`src/rtl/mmlas_pkg.sv`:
```
// shared types and constants of the merkle multi-leaf authentication set core
package mmlas_pkg;

  localparam int MAX_HEIGHT = 32;
  localparam int LEAF_W     = 32;
  localparam int LEVEL_W    = 5;
  localparam int HEIGHT_W   = 6;
  localparam int DEPTH_W    = 6;

  localparam logic [HEIGHT_W-1:0] HEIGHT_RESET = 6'd16;
  localparam logic [HEIGHT_W-1:0] HEIGHT_MAX   = 6'd32;
  localparam logic [HEIGHT_W-1:0] HEIGHT_MIN   = 6'd1;

  // error codes of a result
  localparam logic [1:0] ERR_NONE  = 2'd0;
  localparam logic [1:0] ERR_ORDER = 2'd1;
  localparam logic [1:0] ERR_RANGE = 2'd2;

  // sequencer states
  typedef enum logic [2:0] {
    ST_IDLE,
    ST_DIFF,
    ST_FINAL,
    ST_FLUSH,
    ST_ERR
  } state_t;

  // commands from the sequencer to the datapath
  typedef struct packed {
    logic accept;      // latch a new leaf and run the entry checks
    logic step;        // advance to the next level
    logic pop;         // drop the top of the level stack
    logic push;        // push the current level onto the stack
    logic emit;        // emit the sibling node of the current level
    logic load_final;  // start the final path walk
    logic flush;       // send the held node as last, or the empty result
    logic err_out;     // send the error result
    logic clear_run;   // discard the set state
  } dp_cmd_t;

  // status from the datapath to the sequencer
  typedef struct packed {
    logic acc_err;     // incoming leaf is out of range or out of order
    logic acc_diff;    // incoming leaf differs from the stored one
    logic acc_fin;     // incoming leaf ends the set
    logic more;        // common parent walk has levels left
    logic top_hit;     // stack top holds the current level
    logic final_last;  // current level is the top path level
    logic out_free;    // output register can take a transaction
    logic can_emit;    // an emitted node has a place to go
    logic fin;         // current leaf ends the set
  } dp_sts_t;

endpackage

```
`src/rtl/mmlas_ctrl.sv`:
```
// sequencer of the authentication set walk
module mmlas_ctrl (
  input  logic              clk,
  input  logic              rst_n,
  input  logic              in_valid,
  output logic              in_stall,
  input  mmlas_pkg::dp_sts_t sts,
  output mmlas_pkg::dp_cmd_t cmd
);
  import mmlas_pkg::*;

  state_t state_r, state_nxt;

  // state register
  always_ff @(posedge clk) begin
    if (!rst_n) begin
      state_r <= ST_IDLE;
    end else begin
      state_r <= state_nxt;
    end
  end

  // next state and commands
  always_comb begin
    state_nxt = state_r;
    cmd       = '0;
    in_stall  = (state_r != ST_IDLE);
    case (state_r)
      ST_IDLE: begin
        if (in_valid) begin
          cmd.accept = 1'b1;
          if (sts.acc_err) begin
            state_nxt = ST_ERR;
          end else if (sts.acc_diff) begin
            state_nxt = ST_DIFF;
          end else if (sts.acc_fin) begin
            state_nxt = ST_FINAL;
          end
        end
      end
      ST_DIFF: begin
        if (!sts.more) begin
          // reached the common parent: record its level
          cmd.push = 1'b1;
          if (sts.fin) begin
            cmd.load_final = 1'b1;
            state_nxt      = ST_FINAL;
          end else begin
            state_nxt = ST_IDLE;
          end
        end else if (sts.top_hit) begin
          cmd.pop  = 1'b1;
          cmd.step = 1'b1;
        end else if (sts.can_emit) begin
          cmd.emit = 1'b1;
          cmd.step = 1'b1;
        end
      end
      ST_FINAL: begin
        if (sts.top_hit) begin
          cmd.pop  = 1'b1;
          cmd.step = 1'b1;
          if (sts.final_last) begin
            state_nxt = ST_FLUSH;
          end
        end else if (sts.can_emit) begin
          cmd.emit = 1'b1;
          cmd.step = 1'b1;
          if (sts.final_last) begin
            state_nxt = ST_FLUSH;
          end
        end
      end
      ST_FLUSH: begin
        if (sts.out_free) begin
          cmd.flush     = 1'b1;
          cmd.clear_run = 1'b1;
          state_nxt     = ST_IDLE;
        end
      end
      ST_ERR: begin
        if (sts.out_free) begin
          cmd.err_out = 1'b1;
          state_nxt   = ST_IDLE;
        end
      end
      default: begin
        state_nxt = ST_IDLE;
      end
    endcase
  end

endmodule

```
`src/rtl/mmlas_dp.sv`:
```
// datapath: leaf state, level stack, path shifters and output register
module mmlas_dp (
  input  logic                            clk,
  input  logic                            rst_n,
  input  logic                            cfg_valid,
  input  logic [mmlas_pkg::HEIGHT_W-1:0]  cfg_tree_height,
  input  logic [mmlas_pkg::LEAF_W-1:0]    in_leaf_index,
  input  logic                            in_final_leaf,
  input  logic                            out_stall,
  output logic                            out_valid,
  output logic [mmlas_pkg::LEVEL_W-1:0]   out_node_level,
  output logic [mmlas_pkg::LEAF_W-1:0]    out_node_index,
  output logic                            out_last_node,
  output logic                            out_set_empty,
  output logic [1:0]                      out_error_code,
  input  mmlas_pkg::dp_cmd_t              cmd,
  output mmlas_pkg::dp_sts_t              sts
);
  import mmlas_pkg::*;

  logic [HEIGHT_W-1:0] tree_height_r;
  logic [LEAF_W-1:0]   prev_r;
  logic                have_r;
  logic [DEPTH_W-1:0]  depth_r;
  logic [LEVEL_W-1:0]  stack_r [MAX_HEIGHT];
  logic [LEAF_W-1:0]   leaf_r;
  logic                fin_r;
  logic [HEIGHT_W-1:0] h_r;
  logic [LEVEL_W-1:0]  j_r;
  logic [LEAF_W-1:0]   sh_r;
  logic [LEAF_W-1:0]   x_r;
  logic [1:0]          err_r;
  logic                pend_v_r;
  logic [LEVEL_W-1:0]  pend_lvl_r;
  logic [LEAF_W-1:0]   pend_idx_r;
  logic                out_valid_r;
  logic [LEVEL_W-1:0]  out_lvl_r;
  logic [LEAF_W-1:0]   out_idx_r;
  logic                out_last_r;
  logic                out_empty_r;
  logic [1:0]          out_err_r;

  logic [HEIGHT_W-1:0] h_clamp;
  logic [LEAF_W-1:0]   hi_mask;
  logic                range_err;
  logic                order_err;
  logic                out_free;
  logic [LEVEL_W-1:0]  top_idx;
  logic [LEAF_W-1:0]   node_idx;

  // effective height and entry checks
  always_comb begin
    if (tree_height_r == '0) begin
      h_clamp = HEIGHT_MIN;
    end else if (tree_height_r > HEIGHT_MAX) begin
      h_clamp = HEIGHT_MAX;
    end else begin
      h_clamp = tree_height_r;
    end
  end

  assign hi_mask   = ~((LEAF_W'(1) << h_clamp[LEVEL_W-1:0]) - LEAF_W'(1));
  assign range_err = !h_clamp[HEIGHT_W-1] && (|(in_leaf_index & hi_mask));
  assign order_err = have_r && (in_leaf_index < prev_r);
  assign out_free  = !out_valid_r || !out_stall;
  assign top_idx   = LEVEL_W'(depth_r - DEPTH_W'(1));
  assign node_idx  = sh_r ^ LEAF_W'(1);

  // status to the sequencer
  always_comb begin
    sts            = '0;
    sts.acc_err    = range_err || order_err;
    sts.acc_diff   = have_r && (in_leaf_index != prev_r);
    sts.acc_fin    = in_final_leaf;
    sts.more       = |x_r[LEAF_W-1:1];
    sts.top_hit    = (depth_r != '0) && (stack_r[top_idx] == j_r);
    sts.final_last = ({1'b0, j_r} == (h_r - HEIGHT_W'(1)));
    sts.out_free   = out_free;
    sts.can_emit   = fin_r ? (!pend_v_r || out_free) : out_free;
    sts.fin        = fin_r;
  end

  // height register
  always_ff @(posedge clk) begin
    if (!rst_n) begin
      tree_height_r <= HEIGHT_RESET;
    end else if (cfg_valid) begin
      tree_height_r <= cfg_tree_height;
    end
  end

  // run state: stored leaf and stack depth
  always_ff @(posedge clk) begin
    if (!rst_n) begin
      prev_r  <= '0;
      have_r  <= 1'b0;
      depth_r <= '0;
    end else if (cmd.accept) begin
      if (range_err || order_err) begin
        prev_r  <= '0;
        have_r  <= 1'b0;
        depth_r <= '0;
      end else begin
        prev_r <= in_leaf_index;
        have_r <= 1'b1;
      end
    end else if (cmd.clear_run) begin
      prev_r  <= '0;
      have_r  <= 1'b0;
      depth_r <= '0;
    end else if (cmd.pop) begin
      depth_r <= depth_r - DEPTH_W'(1);
    end else if (cmd.push && !depth_r[DEPTH_W-1]) begin
      depth_r <= depth_r + DEPTH_W'(1);
    end
  end

  // level stack, no reset: entries are read only below the depth
  always_ff @(posedge clk) begin
    if (cmd.push && !depth_r[DEPTH_W-1]) begin
      stack_r[depth_r[LEVEL_W-1:0]] <= j_r;
    end
  end

  // walk registers: level counter and shifted leaf words
  always_ff @(posedge clk) begin
    if (cmd.accept) begin
      leaf_r <= in_leaf_index;
      fin_r  <= in_final_leaf;
      h_r    <= h_clamp;
      j_r    <= '0;
      x_r    <= prev_r ^ in_leaf_index;
      sh_r   <= (have_r && (in_leaf_index != prev_r)) ? prev_r : in_leaf_index;
      err_r  <= range_err ? ERR_RANGE : ERR_ORDER;
    end else if (cmd.load_final) begin
      j_r  <= '0;
      sh_r <= leaf_r;
    end else if (cmd.step) begin
      j_r  <= j_r + LEVEL_W'(1);
      sh_r <= sh_r >> 1;
      x_r  <= x_r >> 1;
    end
  end

  // held node of the final step, so the last one can be marked
  always_ff @(posedge clk) begin
    if (!rst_n) begin
      pend_v_r <= 1'b0;
    end else if (cmd.emit && fin_r) begin
      pend_v_r <= 1'b1;
    end else if (cmd.flush) begin
      pend_v_r <= 1'b0;
    end
  end

  always_ff @(posedge clk) begin
    if (cmd.emit && fin_r) begin
      pend_lvl_r <= j_r;
      pend_idx_r <= node_idx;
    end
  end

  // output register valid
  always_ff @(posedge clk) begin
    if (!rst_n) begin
      out_valid_r <= 1'b0;
    end else if ((cmd.emit && (!fin_r || pend_v_r)) || cmd.flush || cmd.err_out) begin
      out_valid_r <= 1'b1;
    end else if (!out_stall) begin
      out_valid_r <= 1'b0;
    end
  end

  // output register payload
  always_ff @(posedge clk) begin
    if (cmd.emit && !fin_r) begin
      out_lvl_r   <= j_r;
      out_idx_r   <= node_idx;
      out_last_r  <= 1'b0;
      out_empty_r <= 1'b0;
      out_err_r   <= ERR_NONE;
    end else if (cmd.emit && pend_v_r) begin
      out_lvl_r   <= pend_lvl_r;
      out_idx_r   <= pend_idx_r;
      out_last_r  <= 1'b0;
      out_empty_r <= 1'b0;
      out_err_r   <= ERR_NONE;
    end else if (cmd.flush) begin
      out_lvl_r   <= pend_v_r ? pend_lvl_r : '0;
      out_idx_r   <= pend_v_r ? pend_idx_r : '0;
      out_last_r  <= 1'b1;
      out_empty_r <= !pend_v_r;
      out_err_r   <= ERR_NONE;
    end else if (cmd.err_out) begin
      out_lvl_r   <= '0;
      out_idx_r   <= '0;
      out_last_r  <= 1'b1;
      out_empty_r <= 1'b0;
      out_err_r   <= err_r;
    end
  end

  assign out_valid      = out_valid_r;
  assign out_node_level = out_lvl_r;
  assign out_node_index = out_idx_r;
  assign out_last_node  = out_last_r;
  assign out_set_empty  = out_empty_r;
  assign out_error_code = out_err_r;

endmodule

```
`src/rtl/merkle_multi_leaf_auth_set_core.sv`:
```
// top level of the merkle multi-leaf authentication set core
// Leaf indices of one set enter in ascending order, the last one flagged by
// in_final_leaf; the core returns the authentication nodes (level, index) the
// set needs, the last one flagged by out_last_node. The sequencer walks one
// tree level per cycle while the output can take the nodes it emits, first up
// to the common parent with the previous leaf and, for a final leaf, then
// along the path of that leaf up to the effective tree height before it sends
// the last node. cfg_tree_height is always taken; write it between sets.
module merkle_multi_leaf_auth_set_core (
  input  logic                            clk,
  input  logic                            rst_n,
  input  logic                            cfg_valid,
  output logic                            cfg_ready,
  input  logic [mmlas_pkg::HEIGHT_W-1:0]  cfg_tree_height,
  input  logic                            in_valid,
  output logic                            in_stall,
  input  logic [mmlas_pkg::LEAF_W-1:0]    in_leaf_index,
  input  logic                            in_final_leaf,
  output logic                            out_valid,
  input  logic                            out_stall,
  output logic [mmlas_pkg::LEVEL_W-1:0]   out_node_level,
  output logic [mmlas_pkg::LEAF_W-1:0]    out_node_index,
  output logic                            out_last_node,
  output logic                            out_set_empty,
  output logic [1:0]                      out_error_code
);
  import mmlas_pkg::*;

  dp_cmd_t cmd;
  dp_sts_t sts;

  // height register accepts a transaction every cycle
  assign cfg_ready = 1'b1;

  // sequencer
  mmlas_ctrl u_ctrl (
    .clk      (clk),
    .rst_n    (rst_n),
    .in_valid (in_valid),
    .in_stall (in_stall),
    .sts      (sts),
    .cmd      (cmd)
  );

  // datapath
  mmlas_dp u_dp (
    .clk             (clk),
    .rst_n           (rst_n),
    .cfg_valid       (cfg_valid),
    .cfg_tree_height (cfg_tree_height),
    .in_leaf_index   (in_leaf_index),
    .in_final_leaf   (in_final_leaf),
    .out_stall       (out_stall),
    .out_valid       (out_valid),
    .out_node_level  (out_node_level),
    .out_node_index  (out_node_index),
    .out_last_node   (out_last_node),
    .out_set_empty   (out_set_empty),
    .out_error_code  (out_error_code),
    .cmd             (cmd),
    .sts             (sts)
  );

endmodule

```
`config.mk`:
```
export PLATFORM = sky130hd
export DESIGN_NAME = merkle_multi_leaf_auth_set_core
export DESIGN_NICKNAME = d
export VERILOG_FILES = /design/src/rtl/mmlas_pkg.sv /design/src/rtl/mmlas_ctrl.sv /design/src/rtl/mmlas_dp.sv /design/src/rtl/merkle_multi_leaf_auth_set_core.sv
export SDC_FILE = /design/constraint.sdc
export NUM_CORES = 1
export LEC_CHECK = 0
export ABC_CLOCK_PERIOD_IN_PS = 5750
export BUFFER_PORTS_ARGS = -buffer_cell sky130_fd_sc_hd__buf_2
export CAP_MARGIN = 0
export CORE_ASPECT_RATIO = 1.75
export CORE_MARGIN = 2
export CORE_UTILIZATION = 45
export CTS_BUF_LIST = sky130_fd_sc_hd__clkbuf_16
export DETAILED_ROUTE_END_ITERATION = 6
export PLACE_DENSITY = 0.62
export SKIP_LAST_GASP = 1
export SLEW_MARGIN = 0
export SYNTH_ARGS = -nofsm -noshare
export SYNTH_HDL_FRONTEND = slang
export SYNTH_HIERARCHICAL = 1
export SYNTH_SLANG_ARGS = --single-unit
```
`constraint.sdc`:
```
create_clock -name clk -period 5.75 [get_ports clk]
set_input_delay 0.575 -clock clk [delete_from_list [all_inputs] [get_ports clk]]
set_output_delay 0.575 -clock clk [all_outputs]
set_load 0.02 [all_outputs]
```
Yosys cells after proc, flatten, opt, wreduce, memory -nomap -nowiden
Memories as Yosys holds them, arrays and structs flattened.
Index checks and enable logic that the tools add are counted.
Cells by class
  add/subtract/negate cells: 5
  magnitude comparators: 2
  equality and inequality tests: 15
  shifts and indexed selects: 1
  multiplexer cells: 70
  bitwise logic cells: 4
  reduce and logical (&&, ||, !) cells: 41
Operators with widths (count)
  $mux 32: 15
  $mux 6: 7
  $and 32x32->32: 1
  $lt 32x32->1: 1
  $ne 32x32->1: 1
  $not 32->32: 1
  $reduce_or 32->1: 1
  $shl 1x5->32 const A: 1
  $sub 32x2->32 const B: 1
  $xor 32x32->32: 1
  $reduce_or 31->1: 1
  $mux 1: 28
  $mux 3: 9
  $mux 5: 5
  $pmux 3 s4: 1
  $sub 6x1->6 const B: 2
  $logic_and 1x1->1: 9
  $ne 2x1->1 const B: 4
  $reduce_bool 2->1: 4
  $reduce_bool 4->1: 2
  $add 6x1->6 const B: 1
  $eq 3x2->1 const B: 2
  $eq 5x6->1: 1
  $gt 6x6->1 const B: 1
  other kinds (21): 38
Word-level totals
  flip-flop bits (word level): 238
  RAM bits: 160
  input bits: 44
  output and inout port bits: 44
  logic and storage cells: 160
  memories kept: 1
Memory list
  u_dp.stack_r: words 32, width 5, read ports 1, clocked after Yosys merged registers in 0, write ports 1, RTL line mmlas_dp.sv:25  | logic [LEVEL_W-1:0] stack_r [MAX_HEIGHT];

Depth between registers and ports, before layout
Gate-level depths: netlist of run 1.
  depth after elaboration: 13
  mapped depth: 20
  mapped depth without buffers: 16

Cells and area by module
Netlist of run 1, hierarchy kept.
By module, submodules not included
  mmlas_dp: times used 1, cells an instance 1240, area an instance 17593.1 um2
  mmlas_ctrl: times used 1, cells an instance 46, area an instance 371.6 um2
  merkle_multi_leaf_auth_set_core: times used 1, cells an instance 2, area an instance 11.3 um2

Least setup slack after synthesis of run 1
No wires, ideal clock.
  path type: register to register
  start: reg u_dp.depth_r[0]
  end: reg u_dp.out_idx_r[0] (netlist: u_dp/out_node_index[0]), enable pin
  library setup time: 392 ps
  data arrival time: 5163 ps
  setup slack: 196 ps
  cell stages (with the launch flop): 16
  cell sequence: dfxtp_1 clkbuf_1 buf_1 inv_1 ha_1 xnor2_1 mux4_2 mux2i_1 xor2_1 nand4_1 nor3_1 nor4b_1 nand2_1 nand2b_1 nor2_1 inv_1
RTL lines
  start: declaration: RTL line mmlas_dp.sv:24  | logic [DEPTH_W-1:0] depth_r;
  start signal: assignment: RTL line mmlas_dp.sv:112  | depth_r <= depth_r - DEPTH_W'(1);
  start signal: assignment: RTL line mmlas_dp.sv:114  | depth_r <= depth_r + DEPTH_W'(1);
  end signal: assignment: RTL line mmlas_dp.sv:178  | out_idx_r <= node_idx;
  end signal: assignment: RTL line mmlas_dp.sv:184  | out_idx_r <= pend_idx_r;
  end signal: assignment: RTL line mmlas_dp.sv:190  | out_idx_r <= pend_v_r ? pend_idx_r : '0;
  end: declaration: RTL line mmlas_dp.sv:38  | logic [LEAF_W-1:0] out_idx_r;

==> metrics.csv, run 1 <==
metric,value,unit
status,"finished, final reports clean",
Post-CTS Resized,0,
antenna fix cells,0,
Routability Congestion,0.845,
Wirelength per Cell,22.7,microns
CTS tree,done,
initial antenna violation count,0,
HPWL after detailed placement,31000,microns
vias in the first global route,10902,
worst skew pair latency,0.54,ns
Max Cap Viol,0,
cell area after technology mapping,18000,sq um
hold_sp,in_final_leaf,
Root Driver,clkbuf_16,
Post-Route WL,42500,microns
Final Hold Viols,0,
post-synthesis sequential area ratio,63.0,%
Clock Skews,0.0206,ns
placed inst area,18800,sq um
RSZ-0062 raised after global routing,no,
average size of a mapped cell,14.0,sq um
IO Count,88,
crit path from,u_dp/depth_r[0],
CTS Hold Bufs,0,
number of vias per cell,5.75,
Inserted Clock Buffers,38,
PortBufs,86,
fraction of layout cells with a size suffix above 1,17.1,%
Mapped Cells,1288,
Die Y,268,microns
crit end category,flip-flop,
total gr overflow,0,
core area,39300,sq um
NumNets Final,1440,
Hold WS,0.252,ns
DRC viols,0,
switch share,29.2,%
critical path class,reg -> reg,
CP required,6.17,ns
Final setup viols,0,
clock share of power,29.7,%
Peak supply drop,0.000263,V
CTS Sinks,397,
Least-Margin Pin Slew,1.24,ns
final std cells w/o fill,1875,
Cell variety after synth,86,
Startpoint Class,flip-flop,
Die W,155,microns
Pwr Total,8.39,mW
NetSw,2.45,mW
synthesized flop and latch total,397,
Std-Cell Rows,96,
All-Layer GR Usage,20.7,%
largest net degree at the start of global routing,89,
relative slew slack,16.5,%
Sequential Power Share,48.2,%
PwrDens,418,nW/um^2
Post-synth EDFFs,338,
vias post-DR,10776,
R2R Path Start,u_dp/depth_r[0],
depth of the CTS H-tree,2,
Cells after DPL,1806,
first-pass GRT wire length,64600,microns
Final Slew Violations,0,
most frequent cells in the layout,"edfxtp_1 (338), inv_1 (88), buf_2 (86)",
die area,41600,sq um
Initial Util,45.8,%
YS warnings,6,
crit path DAT,5.45,ns
Max Root-Sink Buffers,3,
first-pass detailed-route iteration total,5,
"FFs w/ async S/R, synth",0,%
setup_tns,0,ns
Post-CTS Setup Inserts,0,
leakage,6.95,nW
final period utilization,87.4,%
Final min period,5.02,ns
Fmax achieved,199,MHz
"Net Count, Synth",1372,
CTS clock-pin slew for the worst setup and hold paths,0.06,ns
internal power,5.94,mW
post-route ant nets,0,
DRT iter0 DRCs,749,
ys flop type,edfxtp_1,
"Max FO, Critical Path",21,
Hold WC Path Type,in -> reg,
"leading cell type in the layout, fill and taps excluded",edfxtp_1,
Syn-to-layout area delta,11.7,%
Comb power frac,22.1,%
post-route cell area,20100,sq um
[through the flow]
stage	utilization (%)	setup WS [ns]
2_1_floorplan	-	0.196
3_3_place_gp	47.9	0.771
3_5_place_dp	47.9	0.706
4_1_cts	51.1	0.692
5_1_grt	51.1	0.345
6_report	51.1	0.725
[cell type report]
cell class	instances	area, sq um
clock buffers	40	1000
clock inverters	29	241
flip-flops and latches	397	11300
well taps	490	613
repair buffers	108	596
fillers	3304	19200
inverters	85	319
multi-input cells	726	5970
[flip-flops by register name, summed over array words and instances (netlist names), 5 cells and up]
signal	cells
u_dp/out_node_level	5
u_dp/h_r	6
u_dp/pend_idx_r	32
u_dp/sh_r	32
u_dp/stack_r	160
u_dp/leaf_r	32
u_dp/prev_r	32
u_dp/x_r	31
u_dp/pend_lvl_r	5
u_dp/out_node_index	32
u_dp/j_r	5
u_dp/depth_r	6
u_dp/tree_height_r	6
[power by group through the flow]
stage,Clock (mW),Sequential (mW),Combinational (mW)
finish,2.49,4.04,1.86
detailed placement,0,4.11,1.87
global placement,0,4.09,1.83
floorplan,0,4.09,1.28
global route,2.67,4.09,2.02
CTS,2.55,4.05,1.87
[critical path: stages (launching register included)]
cell	delay, ns
dfxtp_2	0.56
buf_4	0.43
nor3_1	0.13
xnor2_1	0.98
mux4_2	0.48
mux2i_1	0.22
xor2_1	0.18
nand4_1	0.11
nor3_1	0.53
and2_1	0.35
inv_1	0.10
and4_1	0.20
a31oi_1	0.19
nor3_1	0.07
a21oi_1	0.14
o21ai_0	0.09
a21o_1	0.15
[kinds of logic after synthesis]
family	Yosys count	synth area share, %
other	1	0.0209
and+or+nand+nor	275	8.16
DFF	397	63.0
xor gates and xnor gates	22	1.07
muxes	129	10.7
AOI/OAI and AO/OA	257	10.3
buffers and inverters	165	3.86
adders and majority gates	42	2.90
[layer usage]
layer,vias to the layer above,wire (microns),share of wire [%],track usage [%]
met3,114,1930,4.5,2.97
met5,-,0,0,0
met4,0,3320,7.8,15.3
li1,5064,-,-,-
met1,5278,15500,36,23.0
met2,320,21800,51,35.9
[final timing paths]
path	to	slack, ns	cells after the start
setup / recovery	u_dp/depth_r[4]	0.73	16
hold / removal	u_dp/fin_r	0.25	1
setup reg to reg	u_dp/depth_r[4]	0.73	16
hold reg to reg	u_dp/pend_idx_r[17]	0.48	0
[cell usage after synthesis, drive strengths merged (3+ instances only)]
master / instances / area share (%)
mux4: 50 / 6.3
o31ai: 3 / 0.20
and4: 4 / 0.19
nor2: 82 / 1.7
a21oi: 59 / 1.7
a21o: 7 / 0.29
nor2b: 43 / 1.5
a31oi: 7 / 0.24
a2111oi: 3 / 0.18
nand3: 17 / 0.50
or2: 3 / 0.10
or3: 9 / 0.34
xnor2: 11 / 0.54
nand2b: 10 / 0.35
a211oi: 34 / 1.4
inv: 85 / 1.8
nand4: 8 / 0.28
a22o: 69 / 3.4
or4b: 3 / 0.19
edfxtp: 338 / 56
nand2: 46 / 0.96
nor4b: 3 / 0.23
mux2i: 77 / 4.3
nand3b: 5 / 0.21
xor2: 11 / 0.54
buf: 31 / 1.1
clkbuf: 49 / 1.0
and2: 4 / 0.14
o2111ai: 3 / 0.15
dfxtp: 59 / 6.6
ha: 40 / 2.8
o21a: 4 / 0.17
o211ai: 9 / 0.40
o21ai: 36 / 1.0
nor3: 15 / 0.42
nor4: 10 / 0.35
Note: power is estimated with default switching activity, not from simulation.
==> inputs of run 2 (changes only) <==
--- a/config.mk
+++ b/config.mk
@@ -5,17 +5,17 @@
 export SDC_FILE = /design/constraint.sdc
 export NUM_CORES = 1
 export LEC_CHECK = 0
-export ABC_CLOCK_PERIOD_IN_PS = 5750
+export ABC_CLOCK_PERIOD_IN_PS = 4600
 export BUFFER_PORTS_ARGS = -buffer_cell sky130_fd_sc_hd__buf_2
 export CAP_MARGIN = 0
 export CORE_ASPECT_RATIO = 1.75
 export CORE_MARGIN = 2
-export CORE_UTILIZATION = 45
+export CORE_UTILIZATION = 56
 export CTS_BUF_LIST = sky130_fd_sc_hd__clkbuf_16
 export DETAILED_ROUTE_END_ITERATION = 6
-export PLACE_DENSITY = 0.62
+export PLACE_DENSITY = 0.75
 export SKIP_LAST_GASP = 1
-export SLEW_MARGIN = 0
+export SLEW_MARGIN = 20
 export SYNTH_ARGS = -nofsm -noshare
 export SYNTH_HDL_FRONTEND = slang
 export SYNTH_HIERARCHICAL = 1
==> constraint.sdc (replaced) <==
create_clock -name clk -period 4.6 [get_ports clk]
set_input_delay 0.46 -clock clk [delete_from_list [all_inputs] [get_ports clk]]
set_output_delay 0.46 -clock clk [all_outputs]
set_load 0.02 [all_outputs]
==> run 2 against run 1 <==
- combinational power increased by 33%
- utilization increased by 13 points
- via count increased by 3.3%
- critical path type unchanged
- highest routed layer unchanged
==> metrics.csv, run 2 (synthesized netlist as in run 1, its figures left out) <==
metric,value,unit
status,"finished, final reports clean",
PortBufs,86,
Hold WC Path Type,in -> reg,
"slowest stage cell, crit path",or4b_4,
number of vias per cell,6.20,
largest net degree at the start of global routing,132,
Hold WS,0.144,ns
Sequential Power Share,47.7,%
most frequent cells in the layout,"edfxtp_1 (338), inv_1 (87), buf_2 (86)",
Peak supply drop,0.000423,V
crit-path cells,nor3_1 > nand2_1 > ha_1 > a211oi_1 > o22ai_1 > a2111oi_0 > buf_4 > nand4b_1 > or4b_4 > o21ai_1 > inv_1 > or2_1 > nor3_1 > o211ai_2 > nand3_2 > mux2i_1,
vias post-DR,11130,
PwrDens,520,nW/um^2
"Max FO, Critical Path",15,
setup_tns,0,ns
Std-Cell Rows,86,
Clock Skews,0.0187,ns
IO Count,88,
Syn-to-layout area delta,12.3,%
CTS Sinks,397,
Final Slew Violations,0,
clock share of power,28.7,%
Final Util,64.0,%
HPWL after detailed placement,30800,microns
Max Cap Viol,0,
Final min period,4.28,ns
All-Layer GR Usage,25.7,%
RR Endpoint,u_ctrl/state_r[1],
Die Y,241,microns
Least-Margin Pin Slew,0.758,ns
CTS clock-pin slew for the worst setup and hold paths,0.07,ns
relative slew slack,49.3,%
Startpoint Class,flip-flop,
depth of the CTS H-tree,2,
max reg flops,160,
most frequent cell on the critical path,nor3_1,
post-route ant nets,0,
crit end category,flip-flop,
total gr overflow,0,
Max stage delay on crit path,0.56,ns
fraction of layout cells with a size suffix above 1,18.9,%
Max Root-Sink Buffers,3,
r2r setup slk,0.32,ns
vias in the first global route,11218,
critical path class,reg -> reg,
Root Driver,clkbuf_16,
worst hold path cell count,1,
crit path DAT,4.74,ns
antenna fix cells,0,
core area,31500,sq um
Final setup viols,0,
Die W,139,microns
hold_sp,in_final_leaf,
first-pass detailed-route iteration total,7,
NumNets Final,1456,
final period utilization,93.1,%
Inserted Clock Buffers,36,
worst skew pair latency,0.54,ns
CTS tree,done,
die area,33600,sq um
Hold Crit Endpoint,u_dp/fin_r,
CP required,5.06,ns
first-pass GRT wire length,65600,microns
switch share,29.4,%
initial antenna violation count,0,
cells on worst reg2reg path,16,
R2R Path Start,u_dp/tree_height_r[5],
NetSw,3.09,mW
Fmax achieved,233,MHz
leakage,7.03,nW
DRT iter0 DRCs,804,
Post-CTS Setup Inserts,0,
Routability Congestion,0.975,
Pwr Total,10.5,mW
placed inst area,19000,sq um
Post-Route WL,42400,microns
RSZ-0062 raised after global routing,yes,
Initial Util,57.0,%
DRC viols,0,
Wirelength per Cell,23.6,microns
post-route cell area,20200,sq um
internal power,7.41,mW
"leading cell type in the layout, fill and taps excluded",edfxtp_1,
Final Hold Viols,0,
Comb power frac,23.6,%
[run 2: per-stage QoR]
step	cells	setup slack, ns
6_report	1796	0.316
5_1_grt	1796	-0.0131
4_1_cts	1796	0.132
3_5_place_dp	1730	0.139
3_3_place_gp	1730	0.202
2_1_floorplan	1288	0.0687
[run 2: worst max-delay path by stage]
stage,from,end
after floorplan,u_dp/depth_r[0],u_dp/out_node_index[0]
after global placement,u_dp/tree_height_r[5],u_ctrl/state_r[1]
after detailed placement,u_dp/depth_r[0],u_dp/depth_r[3]
after CTS,u_dp/depth_r[0],u_dp/depth_r[3]
after global routing,u_dp/depth_r[0],u_dp/depth_r[4]
final,u_dp/tree_height_r[5],u_ctrl/state_r[1]
[run 2: critical path: cells and delay by family, from the launching register on]
family	cells	cell delay, ns
multiplexers	1	0.21
flip-flops	1	0.42
AO/OA/AOI/OAI	5	1.31
buffers and inverters	2	0.31
AND/OR/NAND/NOR	7	1.68
adder cells (fa/ha/maj)	1	0.29
[run 2: what timing repair did]
item	in CTS	in global routing
hold buffers	0	0
gates resized for setup	0	3
setup endpoints to repair	0	36
[run 2: power groups by stage]
stage	logic (mW)	registers, mW	clock network (mW)
5_1_grt	2.69	5.06	3.21
6_report	2.48	5.01	3.01
3_3_place_gp	2.42	5.06	0
2_1_floorplan	1.62	5.10	0
3_5_place_dp	2.48	5.09	0
4_1_cts	2.49	5.01	3.06
[run 2: layout make-up]
cell class	instances	area (sq um)
multi-input combinational	726	6000
clock buffer	37	926
tap	396	495
timing repair buffer	126	856
inverter	85	327
sequential	397	11300
fill	2300	11300
clock inverter	29	258
[run 2: metal layers]
layer  up-vias  share of wire, %  wire [microns]  global-route usage, %
li1       5105                 -               -                      -
met3       122               4.7            1990                   3.51
met2       440                54           22900                   47.2
met5         -                 0               0                      0
met1      5463                36           15200                   28.8
met4         0               5.5            2330                   14.0
